$ cat config.mk
export PLATFORM = sky130hd
export DESIGN_NAME = calendar_date_set_and_add_days_flat
export DESIGN_NICKNAME = d
export VERILOG_FILES = /design/src/cdad_pkg.sv /design/src/cdad_if.sv /design/src/cdad_seq.sv /design/src/cdad_dp.sv /design/src/calendar_date_set_and_add_days.sv /design/src/flat_wrapper.sv
export SDC_FILE = /design/constraint.sdc
export NUM_CORES = 1
export LEC_CHECK = 0
export BUFFER_PORTS_ARGS = -buffer_cell sky130_fd_sc_hd__buf_2
export CAP_MARGIN = 0
export CORE_UTILIZATION = 35
export CTS_CLUSTER_DIAMETER = 200
export CTS_CLUSTER_SIZE = 20
export DETAILED_ROUTE_END_ITERATION = 10
export MAX_ROUTING_LAYER = met4
export PLACE_DENSITY = 0.65
export RECOVER_POWER = 25
export SYNTH_ARGS = -nofsm -noshare
export SYNTH_HDL_FRONTEND = slang
export SYNTH_HIERARCHICAL = 1
export SYNTH_SLANG_ARGS = --single-unit
export TNS_END_PERCENT = 100
$ cat constraint.sdc
create_clock -name clk -period 11.1 [get_ports clk]
set_clock_uncertainty 0.2 [all_clocks]
set_input_delay 0.555 -clock clk [delete_from_list [all_inputs] [get_ports clk]]
set_output_delay 0.555 -clock clk [all_outputs]
set_load 0.005 [all_outputs]
$ cat src/cdad_pkg.sv
// Shared types, constants and calendar helpers for the date register block.
`timescale 1ns / 1ps
package cdad_pkg;

  localparam logic [15:0] BASE_YEAR  = 16'd2000;
  localparam logic [15:0] TOP_YEAR   = 16'd65535;
  localparam logic [15:0] YEAR_CYCLE = 16'd400;   // Gregorian rule repeats every 400 years
  localparam logic [8:0]  CYCLE_LAST = 9'd399;
  localparam logic [3:0]  MONTH_MAX  = 4'd12;
  localparam logic [4:0]  DAY_MAX    = 5'd31;
  localparam int          RED_STEPS  = 8;         // 400 << 7 is the largest step below 2^16
  localparam int          RED_W      = $clog2(RED_STEPS);

  // Microprogram step addresses
  typedef enum logic [2:0] {
    S_WAIT     = 3'd0,
    S_DISPATCH = 3'd1,
    S_REDUCE   = 3'd2,
    S_CLAMP    = 3'd3,
    S_WALK     = 3'd4,
    S_EMIT     = 3'd5,
    S_DONE     = 3'd6
  } step_t;

  // Datapath operations
  typedef enum logic [2:0] {
    OP_NOP    = 3'd0,
    OP_LATCH  = 3'd1,
    OP_REDUCE = 3'd2,
    OP_CLAMP  = 3'd3,
    OP_WALK   = 3'd4,
    OP_EMIT   = 3'd5
  } dp_op_t;

  // Jump conditions
  typedef enum logic [2:0] {
    C_NEVER    = 3'd0,
    C_ALWAYS   = 3'd1,
    C_IDLE     = 3'd2,
    C_ADD      = 3'd3,
    C_RED_MORE = 3'd4,
    C_NOT_FITS = 3'd5,
    C_OUT_BUSY = 3'd6
  } cond_t;

  typedef struct packed {
    dp_op_t op;
    cond_t  cond;
    step_t  target;
  } ctrl_word_t;

  typedef struct packed {
    logic idle;
    logic is_add;
    logic red_more;
    logic not_fits;
    logic out_busy;
  } dp_stat_t;

  // Leap test on the year modulo 400
  function automatic logic is_leap(input logic [8:0] ym);
    is_leap = (ym == 9'd0) ||
              ((ym[1:0] == 2'b00) && (ym != 9'd100) && (ym != 9'd200) && (ym != 9'd300));
  endfunction

  // Month length in days
  function automatic logic [4:0] days_in(input logic [3:0] m, input logic leap);
    case (m)
      4'd2:                      days_in = leap ? 5'd29 : 5'd28;
      4'd4, 4'd6, 4'd9, 4'd11:   days_in = 5'd30;
      default:                   days_in = 5'd31;
    endcase
  endfunction

endpackage

$ cat src/cdad_if.sv
// Valid/ready channel interfaces for date items and date results.
`timescale 1ns / 1ps
interface cdad_in_if;
  logic        valid;
  logic        ready;
  logic        opcode;
  logic [15:0] set_year;
  logic [7:0]  set_month;
  logic [7:0]  set_day;
  logic [15:0] add_count;

  modport source (output valid, opcode, set_year, set_month, set_day, add_count,
                  input ready);
  modport sink   (input valid, opcode, set_year, set_month, set_day, add_count,
                  output ready);
endinterface

interface cdad_out_if;
  logic        valid;
  logic        ready;
  logic [15:0] out_year;
  logic [3:0]  out_month;
  logic [4:0]  out_day;

  modport source (output valid, out_year, out_month, out_day, input ready);
  modport sink   (input valid, out_year, out_month, out_day, output ready);
endinterface

$ cat src/cdad_seq.sv
// Microcode sequencer: step counter, control store and conditional jumps.
`timescale 1ns / 1ps
module cdad_seq (
  input  logic                  clk,
  input  logic                  rst_n,
  input  cdad_pkg::dp_stat_t    stat,
  output cdad_pkg::ctrl_word_t  ctrl
);
  import cdad_pkg::*;

  step_t step_r;
  step_t step_nxt;
  logic  take;

  // Control store
  always_comb begin
    case (step_r)
      S_WAIT:     ctrl = '{op: OP_LATCH,  cond: C_IDLE,     target: S_WAIT};
      S_DISPATCH: ctrl = '{op: OP_NOP,    cond: C_ADD,      target: S_WALK};
      S_REDUCE:   ctrl = '{op: OP_REDUCE, cond: C_RED_MORE, target: S_REDUCE};
      S_CLAMP:    ctrl = '{op: OP_CLAMP,  cond: C_ALWAYS,   target: S_EMIT};
      S_WALK:     ctrl = '{op: OP_WALK,   cond: C_NOT_FITS, target: S_WALK};
      S_EMIT:     ctrl = '{op: OP_EMIT,   cond: C_OUT_BUSY, target: S_EMIT};
      S_DONE:     ctrl = '{op: OP_NOP,    cond: C_ALWAYS,   target: S_WAIT};
      default:    ctrl = '{op: OP_NOP,    cond: C_ALWAYS,   target: S_WAIT};
    endcase
  end

  // Evaluate the jump condition
  always_comb begin
    case (ctrl.cond)
      C_NEVER:    take = 1'b0;
      C_ALWAYS:   take = 1'b1;
      C_IDLE:     take = stat.idle;
      C_ADD:      take = stat.is_add;
      C_RED_MORE: take = stat.red_more;
      C_NOT_FITS: take = stat.not_fits;
      C_OUT_BUSY: take = stat.out_busy;
      default:    take = 1'b1;
    endcase
  end

  // Jump or advance
  always_comb begin
    if (take) begin
      step_nxt = ctrl.target;
    end else begin
      step_nxt = step_t'(step_r + 3'd1);
    end
  end

  always_ff @(posedge clk) begin
    if (!rst_n) begin
      step_r <= S_WAIT;
    end else begin
      step_r <= step_nxt;
    end
  end

endmodule

$ cat src/cdad_dp.sv
// Date datapath: stored date, year-mod-400 tracker, month walker and output register.
`timescale 1ns / 1ps
module cdad_dp (
  input  logic                  clk,
  input  logic                  rst_n,
  input  cdad_pkg::ctrl_word_t  ctrl,
  output cdad_pkg::dp_stat_t    stat,
  input  logic                  in_valid,
  output logic                  in_ready,
  input  logic                  in_opcode,
  input  logic [15:0]           in_set_year,
  input  logic [7:0]            in_set_month,
  input  logic [7:0]            in_set_day,
  input  logic [15:0]           in_add_count,
  output logic                  out_valid,
  input  logic                  out_ready,
  output logic [15:0]           out_year,
  output logic [3:0]            out_month,
  output logic [4:0]            out_day
);
  import cdad_pkg::*;

  logic [15:0]      year_r,  year_nxt;
  logic [15:0]      ymod_r,  ymod_nxt;
  logic [3:0]       month_r, month_nxt;
  logic [16:0]      day_r,   day_nxt;
  logic [RED_W-1:0] k_r,     k_nxt;
  logic             add_r,   add_nxt;
  logic             ov_r,    ov_nxt;
  logic [15:0]      oy_r,    oy_nxt;
  logic [3:0]       om_r,    om_nxt;
  logic [4:0]       od_r,    od_nxt;

  logic        fire;
  logic        leap;
  logic [4:0]  len;
  logic        not_fits;
  logic        out_busy;
  logic [16:0] red_sub;
  logic [15:0] year_clamped;
  logic [8:0]  ymod_low;

  assign in_ready     = (ctrl.op == OP_LATCH);
  assign fire         = in_valid && in_ready;
  assign ymod_low     = ymod_r[8:0];
  assign leap         = is_leap(ymod_low);
  assign len          = days_in(month_r, leap);
  assign not_fits     = day_r > {12'd0, len};
  assign out_busy     = ov_r && !out_ready;
  assign red_sub      = {1'b0, YEAR_CYCLE} << k_r;
  assign year_clamped = (in_set_year < BASE_YEAR) ? BASE_YEAR : in_set_year;

  assign stat = '{idle: !fire, is_add: add_r, red_more: (k_r != '0),
                  not_fits: not_fits, out_busy: out_busy};

  always_comb begin
    year_nxt  = year_r;
    ymod_nxt  = ymod_r;
    month_nxt = month_r;
    day_nxt   = day_r;
    k_nxt     = k_r;
    add_nxt   = add_r;
    oy_nxt    = oy_r;
    om_nxt    = om_r;
    od_nxt    = od_r;
    // drop the result once the sink takes it
    ov_nxt    = ov_r && !out_ready;
    case (ctrl.op)
      // take a beat: load a date with year and month clamped, or form the day sum
      OP_LATCH: begin
        if (fire) begin
          add_nxt = in_opcode;
          if (in_opcode) begin
            day_nxt = day_r + {1'b0, in_add_count};
          end else begin
            year_nxt  = year_clamped;
            ymod_nxt  = year_clamped;
            month_nxt = ((in_set_month == 8'd0) || (in_set_month > {4'd0, MONTH_MAX}))
                        ? 4'd1 : in_set_month[3:0];
            day_nxt   = {9'd0, in_set_day};
            k_nxt     = RED_W'(RED_STEPS - 1);
          end
        end
      end
      // restoring reduction of the year modulo 400, one shifted step per cycle
      OP_REDUCE: begin
        if ({1'b0, ymod_r} >= red_sub) begin
          ymod_nxt = ymod_r - red_sub[15:0];
        end
        k_nxt = k_r - 1'b1;
      end
      // replace an out-of-range day with the first
      OP_CLAMP: begin
        if ((day_r == 17'd0) || not_fits) begin
          day_nxt = 17'd1;
        end
      end
      // advance one month while the day count overruns it; in December of the top year, saturate the day at 31
      OP_WALK: begin
        if (not_fits) begin
          day_nxt = day_r - {12'd0, len};
          if (month_r == MONTH_MAX) begin
            if (year_r == TOP_YEAR) begin
              day_nxt = {12'd0, DAY_MAX};
            end else begin
              year_nxt  = year_r + 16'd1;
              ymod_nxt  = (ymod_low == CYCLE_LAST) ? 16'd0 : ymod_r + 16'd1;
              month_nxt = 4'd1;
            end
          end else begin
            month_nxt = month_r + 4'd1;
          end
        end
      end
      // hand the date to the output register when it is free
      OP_EMIT: begin
        if (!out_busy) begin
          ov_nxt = 1'b1;
          oy_nxt = year_r;
          om_nxt = month_r;
          od_nxt = day_r[4:0];
        end
      end
      default: begin
      end
    endcase
  end

  always_ff @(posedge clk) begin
    if (!rst_n) begin
      year_r  <= BASE_YEAR;
      ymod_r  <= 16'd0;
      month_r <= 4'd1;
      day_r   <= 17'd1;
      k_r     <= '0;
      add_r   <= 1'b0;
      ov_r    <= 1'b0;
    end else begin
      year_r  <= year_nxt;
      ymod_r  <= ymod_nxt;
      month_r <= month_nxt;
      day_r   <= day_nxt;
      k_r     <= k_nxt;
      add_r   <= add_nxt;
      ov_r    <= ov_nxt;
    end
  end

  always_ff @(posedge clk) begin
    oy_r <= oy_nxt;
    om_r <= om_nxt;
    od_r <= od_nxt;
  end

  assign out_valid = ov_r;
  assign out_year  = oy_r;
  assign out_month = om_r;
  assign out_day   = od_r;

endmodule

$ cat src/calendar_date_set_and_add_days.sv
// Gregorian date register: one beat in loads a clamped date or adds days; one beat out per item.
// Load: reduce the year modulo 400 in shifted steps, clamp the day, then emit the result.
// Add: the day sum is formed on accept; the month walker steps one month per cycle, up to ~2155 months.
// One item at a time; a done step lies between the output register load and the next accept.
// Synchronous active-low reset sets the date to 2000-01-01 and empties the output register.
`timescale 1ns / 1ps
module calendar_date_set_and_add_days (
  input  logic       clk,
  input  logic       rst_n,
  cdad_in_if.sink    in_ch,
  cdad_out_if.source out_ch
);
  import cdad_pkg::*;

  ctrl_word_t ctrl;
  dp_stat_t   stat;

  cdad_seq u_seq (
    .clk   (clk),
    .rst_n (rst_n),
    .stat  (stat),
    .ctrl  (ctrl)
  );

  cdad_dp u_dp (
    .clk          (clk),
    .rst_n        (rst_n),
    .ctrl         (ctrl),
    .stat         (stat),
    .in_valid     (in_ch.valid),
    .in_ready     (in_ch.ready),
    .in_opcode    (in_ch.opcode),
    .in_set_year  (in_ch.set_year),
    .in_set_month (in_ch.set_month),
    .in_set_day   (in_ch.set_day),
    .in_add_count (in_ch.add_count),
    .out_valid    (out_ch.valid),
    .out_ready    (out_ch.ready),
    .out_year     (out_ch.out_year),
    .out_month    (out_ch.out_month),
    .out_day      (out_ch.out_day)
  );

endmodule

$ cat src/flat_wrapper.sv
// flat-port wrapper written by rule: the top's interface ports become plain ports
module calendar_date_set_and_add_days_flat import cdad_pkg::*;
  (clk, rst_n, in_ch_valid, in_ch_opcode, in_ch_set_year, in_ch_set_month, in_ch_set_day, in_ch_add_count, in_ch_ready, out_ch_valid, out_ch_out_year, out_ch_out_month, out_ch_out_day, out_ch_ready);
  cdad_in_if in_ch_i ();
  cdad_out_if out_ch_i ();
  input  logic clk;
  input  logic rst_n;
  input wire logic [$bits(in_ch_i.valid)-1:0] in_ch_valid;
  input wire logic [$bits(in_ch_i.opcode)-1:0] in_ch_opcode;
  input wire logic [$bits(in_ch_i.set_year)-1:0] in_ch_set_year;
  input wire logic [$bits(in_ch_i.set_month)-1:0] in_ch_set_month;
  input wire logic [$bits(in_ch_i.set_day)-1:0] in_ch_set_day;
  input wire logic [$bits(in_ch_i.add_count)-1:0] in_ch_add_count;
  output wire logic [$bits(in_ch_i.ready)-1:0] in_ch_ready;
  output wire logic [$bits(out_ch_i.valid)-1:0] out_ch_valid;
  output wire logic [$bits(out_ch_i.out_year)-1:0] out_ch_out_year;
  output wire logic [$bits(out_ch_i.out_month)-1:0] out_ch_out_month;
  output wire logic [$bits(out_ch_i.out_day)-1:0] out_ch_out_day;
  input wire logic [$bits(out_ch_i.ready)-1:0] out_ch_ready;
  assign in_ch_i.valid = in_ch_valid;
  assign in_ch_i.opcode = in_ch_opcode;
  assign in_ch_i.set_year = in_ch_set_year;
  assign in_ch_i.set_month = in_ch_set_month;
  assign in_ch_i.set_day = in_ch_set_day;
  assign in_ch_i.add_count = in_ch_add_count;
  assign in_ch_ready = in_ch_i.ready;
  assign out_ch_valid = out_ch_i.valid;
  assign out_ch_out_year = out_ch_i.out_year;
  assign out_ch_out_month = out_ch_i.out_month;
  assign out_ch_out_day = out_ch_i.out_day;
  assign out_ch_i.ready = out_ch_ready;
  calendar_date_set_and_add_days u_core (.clk(clk), .rst_n(rst_n), .in_ch(in_ch_i), .out_ch(out_ch_i));
endmodule
==> metrics.txt, run 1 <==
Final Max Tran Viols 0; first-pass GRT wire length roughly 27 mm; Fill cells ~1,900; final core occ 40.3%; DIE AREA 0.0190 mm2; core area about 0.018 mm2; post_cts resized 0; Routed Antenna Nets 0; vias in the first global route 5,339; CTS tree built; Total Wirelength 16.4 mm; Die X roughly 140 um; r2r setup slk ~7 ns; leakage power 0.00301 uW; Initial Util a little over a third; fin worst setup slack between 6 and 7 ns; clock network fraction of total power ~15%; Max Cap Viol 0; clock buffer count from CTS 9; Port Buf Inserts slightly below 80; Post-Synthesis Cells between 700 and 800; Min-Delay Endpoint u_core/u_dp/out_year[6]$_DFFE_PP_; relative slew slack about a quarter; DR iter-0 viols slightly below 500; sw power about 930 uW; Area Overhead vs Synth 12.5%; via/cell ratio ~5.5; Reg-to-Reg Start u_core/u_seq/step_r[1]$_SDFF_PN0_; CP max FO 33; Worst R2R Path Depth 12; clk_lat worst skew between 0.3 and 0.4 ns; final setup TNS 0 ns; CP endpoint kind flop; Post-Syn Area roughly 0.0065 mm2; final worst path period share 37.6%; Syn Area/Cell just over 8 um2; yosys warns 6; Critical Path RT between 10 and 15 ns; Critical R2R Capture u_core/u_dp/year_r[10]$_SDFFE_PN1P_; CTS Sinks between 80 and 90; combinational fraction of design power 56.7%; fmax 0.239 GHz; number of antenna violations at the first check in global routing 0; DR DRC count 0; fin crit period ~4.2 ns; HPWL Detailed between 10 and 15 mm; antenna cells 0; H-tree depth 3; grt ovf 0; Setup Fix Bufs, Post-CTS 0; critical path's slowest cell or2_1; Worst Tran Pin Value between 1 and 1.5 ns; worst hold path type flop to flop; CP Launch Type flop; Hold Crit Start u_core/u_dp/year_r[6]$_SDFFE_PN1P_; register share of total power between 20% and 30%; Fin. Hold Viols 0; Net Sw Frac a little under half; P per Cell Area 274 mW/mm2; hold path depth 0; crit-path most repeated cell nor2_1; worst IR drop on VDD around 120 uV; Worst Path Buf+Inv 2; commonest cells after routing, fill and taps aside o21ai_0 (75), buf_2 (74), nand2_1 (71), nor2_1 (67), dfxtp_1 (61); critical path type flop to flop; gr usage total 18.2%; largest net degree at the start of global routing between 60 and 70; setup repair after global routing missed its margin no; Synthesized Nets ~900; fin cells between 1,000 and 1,500; Clock transition at path regs roughly 0.070 ns; layout cells sized above 1 ~15%; pre-CTS setup slack a little under 7 ns; clk buf depth 2; Crit path largest cell delay roughly 0.8 ns; final layout net count 948; DRT Pass-1 Iters 5; status finished, final reports clean; placed cell count 1,065; I/O pins 80; die height between 100 and 150 um; Routed wire per std cell 15.1 um; total power 1990 uW; CTS Hold Bufs 0; row cnt between 40 and 50; Vias roughly 6,000; routability congestion estimate from global placement roughly 0.84; internal power around 1100 uW; arrival time at the worst endpoint between 4 and 5 ns; CP Cell Sequence ha_1 -> nor2_1 -> o21ai_0 -> inv_1 -> nand2_1 -> buf_4 -> a31oi_1 -> nor2_1 -> or2_1 -> nor2_1 -> o22ai_1 -> nand2_1; Final Setup Violations 0; Critical Path Start u_core/u_seq/step_r[1]$_SDFF_PN0_; Top delay family on crit path simple AND/OR/NAND/NOR gates; most common cell after layout, fill and taps aside o21ai_0; CTS root buffer clkbuf_16
-- stage by stage --
| stage | hold WS (ns) | cell area (um2) |
|---|---|---|
| after floorplan | 0.232 | 6450 |
| after global placement | 0.252 | 6960 |
| after detailed placement | 0.253 | 6960 |
| after CTS | 0.272 | 7260 |
| after global routing | 0.291 | 7260 |
| final | 0.271 | 7260 |
-- state kept, by name (all words and copies together), names as in the netlist --
signal,count
u_core/u_dp/add_r,1
u_core/u_dp/day_r,17
u_core/u_dp/k_r,3
u_core/u_dp/month_r,4
u_core/u_dp/out_day,5
u_core/u_dp/out_month,4
u_core/u_dp/out_valid,1
u_core/u_dp/out_year,16
u_core/u_dp/year_r,16
u_core/u_dp/ymod_r,16
u_core/u_seq/step_r,3
-- worst max-delay path by stage --
stage,cells after the start,to,slack (ns)
2_1_floorplan,6,u_core/u_dp/out_day[0]$_DFFE_PP_,7.45
3_3_place_gp,11,u_core/u_dp/year_r[5]$_SDFFE_PN0P_,7.10
3_5_place_dp,12,u_core/u_dp/year_r[10]$_SDFFE_PN1P_,6.93
4_1_cts,12,u_core/u_dp/year_r[10]$_SDFFE_PN1P_,6.92
5_1_grt,12,u_core/u_dp/year_r[12]$_SDFFE_PN0P_,6.43
6_report,12,u_core/u_dp/year_r[10]$_SDFFE_PN1P_,6.92
-- power groups by stage --
stage	clock network (uW)	registers [uW]	logic, uW
after floorplan	0	524	941
after global routing	324	573	1270
final	304	556	1130
after CTS	312	554	1120
after detailed placement	0	561	1110
after global placement	0	558	1100
-- layer usage --
metal | up-vias | part of all wire [%] | track usage (%)
met1 | 2792 | 50 | 24.5
met2 | 133 | 44 | 28.4
met4 | 0 | 1.7 | 5.50
li1 | 3044 | - | -
met5 | - | 0 | -
met3 | 18 | 3.9 | 2.21
-- final cells by class --
class	count	area, um2	share of cell area (%)
Clock buffer	9	225	3.10
Clock inverter	7	76.3	1.05
Inverter	30	113	1.55
Multi-Input combinational cell	635	4150	57.2
Sequential cell	86	1970	27.2
Tap cell	229	287	3.95
Timing Repair Buffer	85	434	5.98
-- worst register-to-register path, stage by stage, from the launching register on --
cell and delay (ns):
dfxtp_1 0.46, ha_1 0.39, nor2_1 0.09, o21ai_0 0.65, inv_1 0.31, nand2_1 0.12, buf_4 0.31, a31oi_1 0.14
nor2_1 0.18, or2_1 0.79, nor2_1 0.14, o22ai_1 0.17, nand2_1 0.07
Note: power is estimated with default switching activity, not from simulation.
==> run 2, diff against run 1 <==
--- a/config.mk
+++ b/config.mk
@@ -12,7 +12,7 @@
 export CTS_CLUSTER_SIZE = 20
 export DETAILED_ROUTE_END_ITERATION = 10
 export MAX_ROUTING_LAYER = met4
-export PLACE_DENSITY = 0.65
+export PLACE_DENSITY = 0.67
 export RECOVER_POWER = 25
 export SYNTH_ARGS = -nofsm -noshare
 export SYNTH_HDL_FRONTEND = slang
==> constraint.sdc (replaced) <==
create_clock -name clk -period 3.45 [get_ports clk]
set_clock_uncertainty 0.2 [all_clocks]
set_input_delay 0.1725 -clock clk [delete_from_list [all_inputs] [get_ports clk]]
set_output_delay 0.1725 -clock clk [all_outputs]
set_load 0.005 [all_outputs]
==> metrics.txt, run 2 (synthesis results as in run 1) <==
fin crit period 3.27 ns (-0.903 ns); die height 138 um (unchanged); CTS tree built; clk buf depth 2 (unchanged); Routed wire per std cell 15.3 um (+0.87%); Area Overhead vs Synth 19.5%; Hold Crit Start in_ch_set_year[11]; row cnt 49 (unchanged); CP Launch Type flop; Max Cap Viol 0 (unchanged); status finished, final reports clean; hold path depth 3 (+3); DR DRC count 0 (unchanged); Worst Tran Pin Value 1.24 ns (+0.0896 ns); Reg with most FFs u_core/u_dp/day_r; DRT Pass-1 Iters 5 (unchanged); Critical Path Start u_core/u_dp/month_r[0]$_SDFFE_PN1P_; CP max FO 15 (-55%); DR iter-0 viols 458 (-5.2%); leakage power 0.00323 uW (+7.3%); Fin. Hold Viols 0 (unchanged); Critical Path RT 3.50 ns (-7.59 ns); final worst path period share 94.9% (+57 points); sw power 3210 uW (+240%); Critical R2R Capture u_core/u_dp/ymod_r[5]$_SDFFE_PN0P_; CP endpoint kind flop; final core occ 42.8% (+2.5 points); via/cell ratio 5.59 (+0.90%); Die X 138 um (unchanged); Routed Antenna Nets 0 (unchanged); Port Buf Inserts 79 (unchanged); r2r setup slk 0.18 ns (-6.75 ns); clock network fraction of total power 14.4% (-0.9 points); fmax 0.305 GHz (+28%); clock buffer count from CTS 9 (unchanged); gr usage total 18.3% (+0.059 points); arrival time at the worst endpoint 3.32 ns (-0.85 ns); relative slew slack 16.4% (-6.8 points); CTS root buffer clkbuf_16; CTS Sinks 86 (unchanged); Reg-to-Reg Start u_core/u_dp/month_r[0]$_SDFFE_PN1P_; Net Sw Frac 44.8% (-2.2 points); first-pass GRT wire length 26.9 mm (+0.60%); Min-Delay Endpoint u_core/u_dp/ymod_r[11]$_SDFFE_PN0P_; antenna cells 0 (unchanged); Initial Util 35.8% (unchanged); grt ovf 0 (unchanged); commonest cells after routing, fill and taps aside buf_2 (73), o21ai_0 (73), nand2_1 (70), nor2_1 (67), a21oi_1 (58); Total Wirelength 17.1 mm (+4.5%); Worst R2R Path Depth 16 (+4); placed cell count 1,092 (+2.5%); internal power 3960 uW (+280%); largest net degree at the start of global routing 48 (-25%); critical path type flop to flop; final layout net count 987 (+4.1%); P per Cell Area 930 mW/mm2 (+240%); Final Setup Violations 0 (unchanged); fin cells 1,120 (+3.6%); H-tree depth 3 (unchanged); worst hold slack 0.0123 ns (-0.259 ns); Clock transition at path regs 0.07 ns (about the same); layout cells sized above 1 19.9% (+5.2 points); Vias 6,259 (+4.5%); number of antenna violations at the first check in global routing 0 (unchanged); clk_lat worst skew 0.35 ns (about the same); routability congestion estimate from global placement 0.870 (+3.3%); fin worst setup slack 0.176 ns (-6.75 ns); combinational fraction of design power 61.0% (+4.3 points); Final Max Tran Viols 0 (unchanged); total power 7170 uW (+260%); DIE AREA 0.0190 mm2 (unchanged); I/O pins 80 (unchanged); pre-CTS setup slack 0.0707 ns (-6.85 ns); vias in the first global route 5,451 (+2.1%); worst IR drop on VDD 309 uV (+170%); register share of total power 24.6% (-3.4 points); max reg flops 17 (unchanged); worst hold path type input pin to flop; core area 0.0180 mm2 (unchanged); HPWL Detailed 12.5 mm (+4.9%)
[run 2: area by class of cell]
class / count / area [um2]
Sequential cell: 86 / 1980
Fill cell: 1823 / 10300
Clock inverter: 7 / 86.3
Multi-Input combinational cell: 635 / 4230
Clock buffer: 9 / 225
Tap cell: 229 / 287
Timing Repair Buffer: 124 / 787
Inverter: 30 / 115
[run 2: worst max-delay path by stage]
stage                                          to  slack (ns)  cells after the start
2_1_floorplan  u_core/u_dp/ymod_r[8]$_SDFFE_PN0P_        0.20                     12
3_3_place_gp   u_core/u_dp/ymod_r[5]$_SDFFE_PN0P_        0.15                     14
3_5_place_dp   u_core/u_dp/ymod_r[5]$_SDFFE_PN0P_        0.07                     14
4_1_cts        u_core/u_dp/ymod_r[5]$_SDFFE_PN0P_        0.06                     14
5_1_grt        u_core/u_dp/ymod_r[5]$_SDFFE_PN0P_       -0.04                     16
6_report       u_core/u_dp/ymod_r[5]$_SDFFE_PN0P_        0.18                     16
[run 2: layer usage]
metal,part of all wire (%),routed length (um),track usage (%)
met2,45,7650,27.9
met1,47,8090,24.4
met5,0,0,-
met4,2.2,381,6.76
met3,5.7,972,2.58
[run 2: what timing repair did]
item,4_1_cts,5_1_grt
hold buffers,2,0
gates resized for setup,0,24
buffers inserted,0,8
hold endpoints to repair,2,0
endpoints found under the setup margin,0,43
[run 2: critical path, stage by stage (launching register included)]
cell and delay, ns:
dfxtp_4 0.36, inv_4 0.06, ha_2 0.17, inv_1 0.05, or3_4 0.34, inv_1 0.07
ha_1 0.23, nor2b_2 0.16, o211ai_1 0.29, nand3_2 0.17, buf_4 0.19, o22ai_4 0.20
a211oi_4 0.07, buf_4 0.18, clkbuf_16 0.17, a22oi_1 0.20, nor2b_1 0.07
[run 2: stage by stage]
step	area, um2	setup TNS, ns
after floorplan	6460	0
after global placement	7200	0
after detailed placement	7200	0
after CTS	7530	0
after global routing	7710	-0.110
final	7710	0
[run 2: power groups by stage]
stage	Clock, uW	Combinational (uW)	Sequential (uW)
floorplan	0	3030	1680
global placement	0	3880	1760
detailed placement	0	3920	1770
CTS	1050	3950	1740
global route	1090	4860	1810
finish	1030	4380	1760
==> run 3, diff against run 2 <==
--- a/config.mk
+++ b/config.mk
@@ -6,13 +6,13 @@
 export NUM_CORES = 1
 export LEC_CHECK = 0
 export BUFFER_PORTS_ARGS = -buffer_cell sky130_fd_sc_hd__buf_2
-export CAP_MARGIN = 0
-export CORE_UTILIZATION = 35
+export CAP_MARGIN = 20
+export CORE_UTILIZATION = 51
 export CTS_CLUSTER_DIAMETER = 200
 export CTS_CLUSTER_SIZE = 20
 export DETAILED_ROUTE_END_ITERATION = 10
 export MAX_ROUTING_LAYER = met4
-export PLACE_DENSITY = 0.67
+export PLACE_DENSITY = 0.86
 export RECOVER_POWER = 25
 export SYNTH_ARGS = -nofsm -noshare
 export SYNTH_HDL_FRONTEND = slang
==> constraint.sdc (replaced) <==
create_clock -name clk -period 3.45 [get_ports clk]
set_clock_uncertainty 0.2 [all_clocks]
set_input_delay 0.69 -clock clk [delete_from_list [all_inputs] [get_ports clk]]
set_output_delay 0.69 -clock clk [all_outputs]
set_load 0.005 [all_outputs]
==> metrics.txt, run 3 (synthesis results as in run 1) <==
final setup TNS 0 ns (unchanged); H-tree depth 3 (unchanged); CP Launch Type flop; r2r setup slk 0.17 ns (about the same); DRT Pass-1 Iters 6 (+1); Worst Tran Pin Value 1.05 ns (-0.189 ns); Final Setup Violations 0 (unchanged); layout cells sized above 1 18.8% (-1.1 points); clk buf depth 2 (unchanged); P per Cell Area 920 mW/mm2 (-1.1%); final layout net count 969 (-1.8%); FF/Latch Area 0.00198 mm2 (-0.19%); fmax 0.305 GHz (about the same); critical path type flop to flop; grt ovf 0 (unchanged); I/O pins 80 (unchanged); Reg-to-Reg Start u_core/u_dp/ymod_r[5]$_SDFFE_PN0P_; commonest cells after routing, fill and taps aside buf_2 (76), o21ai_0 (73), nand2_1 (71), nor2_1 (65), a21oi_1 (59); worst IR drop on VDD 377 uV (+22%); vias in the first global route 5,725 (+5.0%); Clock transition at path regs 0.07 ns (about the same); DIE AREA 0.0131 mm2 (-31%); arrival time at the worst endpoint 3.32 ns (about the same); Die X 114 um (-17%); Vias 6,410 (+2.4%); number of antenna violations at the first check in global routing 0 (unchanged); footprint of the multi-input gates 0.00422 mm2 (-0.33%); Min-Delay Endpoint u_core/u_dp/out_year[6]$_DFFE_PP_; row cnt 40 (-18%); Initial Util 53.1% (+17 points); clk_lat worst skew 0.34 ns (about the same); relative slew slack 29.2% (+13 points); gr usage total 26.3% (+8.0 points); Critical R2R Capture u_core/u_dp/year_r[12]$_SDFFE_PN0P_; first-pass GRT wire length 26.9 mm (+0.26%); DR DRC count 0 (unchanged); fin crit period 3.28 ns (+0.00240 ns); worst hold path type flop to flop; Final Max Tran Viols 0 (unchanged); Port Buf Inserts 79 (unchanged); final worst path period share 95.0% (about the same); leakage power 0.00314 uW (-3.0%); CTS tree built; Hold Crit Start u_core/u_dp/year_r[6]$_SDFFE_PN1P_; core area 0.0122 mm2 (-33%); largest net degree at the start of global routing 37 (-23%); die height 114 um (-17%); Area Overhead vs Synth 15.4%; status finished, final reports clean; DR iter-0 viols 755 (+65%); via/cell ratio 6.16 (+10%); clock buffer count from CTS 9 (unchanged); Fin. Hold Viols 0 (unchanged); hold path depth 0 (-3); most common cell after layout, fill and taps aside buf_2; Finished Cell Area 0.00745 mm2 (-3.4%); Worst R2R Path Depth 16 (unchanged); CP endpoint kind flop; CP max FO 33 (+18); Routed wire per std cell 16.2 um (+6.3%); Area after DPL 0.00706 mm2 (-1.9%); HPWL Detailed 12.1 mm (-4.0%); Total Wirelength 16.9 mm (-1.2%); CTS Sinks 86 (unchanged); total power 6850 uW (-4.5%); Fill cells 989 (-46%); Routed Antenna Nets 0 (unchanged); Critical Path Start u_core/u_dp/ymod_r[5]$_SDFFE_PN0P_; Reg with most FFs u_core/u_dp/day_r; Max Cap Viol 0 (unchanged); setup repair after global routing missed its margin no; CTS Hold Bufs 0 (-2); antenna cells 0 (unchanged); max reg flops 17 (unchanged); routability congestion estimate from global placement 0.916 (+5.3%); CTS root buffer clkbuf_16; Critical Path RT 3.49 ns (about the same)
==> run 3: timing repair <==
item,4_1_cts,5_1_grt
setup endpoints to repair,0,56
buffers inserted,0,1
endpoints found under the hold margin,0,0
gates resized for setup,0,20
==> run 3: stage by stage <==
step                hold WS (ns)  cells  util (%)  setup slack (ns)
floorplan                  0.232    787         -             0.198
global placement           0.252   1023      58.1             0.177
detailed placement         0.253   1023      58.1             0.128
CTS                        0.270   1039      60.4            0.0277
global route               0.306   1041      61.2           0.00207
finish                     0.270   1041      61.2             0.174
==> run 3: worst max path at each step <==
stage	endpoint	slack (ns)
finish	u_core/u_dp/year_r[12]$_SDFFE_PN0P_	0.17
global route	u_core/u_seq/step_r[2]$_SDFF_PN0_	0.002
CTS	u_core/u_dp/year_r[13]$_SDFFE_PN0P_	0.03
detailed placement	u_core/u_dp/day_r[16]$_SDFFE_PN0P_	0.13
global placement	u_core/u_dp/day_r[16]$_SDFFE_PN0P_	0.18
floorplan	u_core/u_dp/ymod_r[8]$_SDFFE_PN0P_	0.20
==> run 3: report_power, final <==
group,internal [uW],switching [uW],total [uW],leakage (uW)
clock,518,430,947,0.000140
combinational,1780,2340,4120,0.00228
sequential,1400,384,1780,0.000719
==> run 3: layer usage <==
layer,global-route usage [%],wire length (um)
met5,-,0
met4,10.2,455
met3,3.23,1250
met2,42.1,7860
met1,33.8,7320
==> run 3: cell type report <==
class,instances,share of cell area (%)
Clock buffer,10,3.21
Clock inverter,6,0.689
Inverter,30,1.51
Multi-Input combinational cell,635,56.6
Sequential cell,86,26.5
Tap cell,168,2.82
Timing Repair Buffer,106,8.60
==> run 3: worst max-delay path: stages, from the launching register on <==
cell,delay [ns]
dfxtp_1,0.33
nor2_1,0.09
nand2_1,0.09
o41ai_2,0.33
a21oi_1,0.11
o21ai_0,0.18
o21ai_1,0.09
ha_2,0.21
nor2b_1,0.14
o211ai_1,0.15
a31oi_2,0.27
nor2_1,0.10
or2_1,0.26
buf_12,0.17
o21ai_0,0.18
o21ai_0,0.09
and2_1,0.16
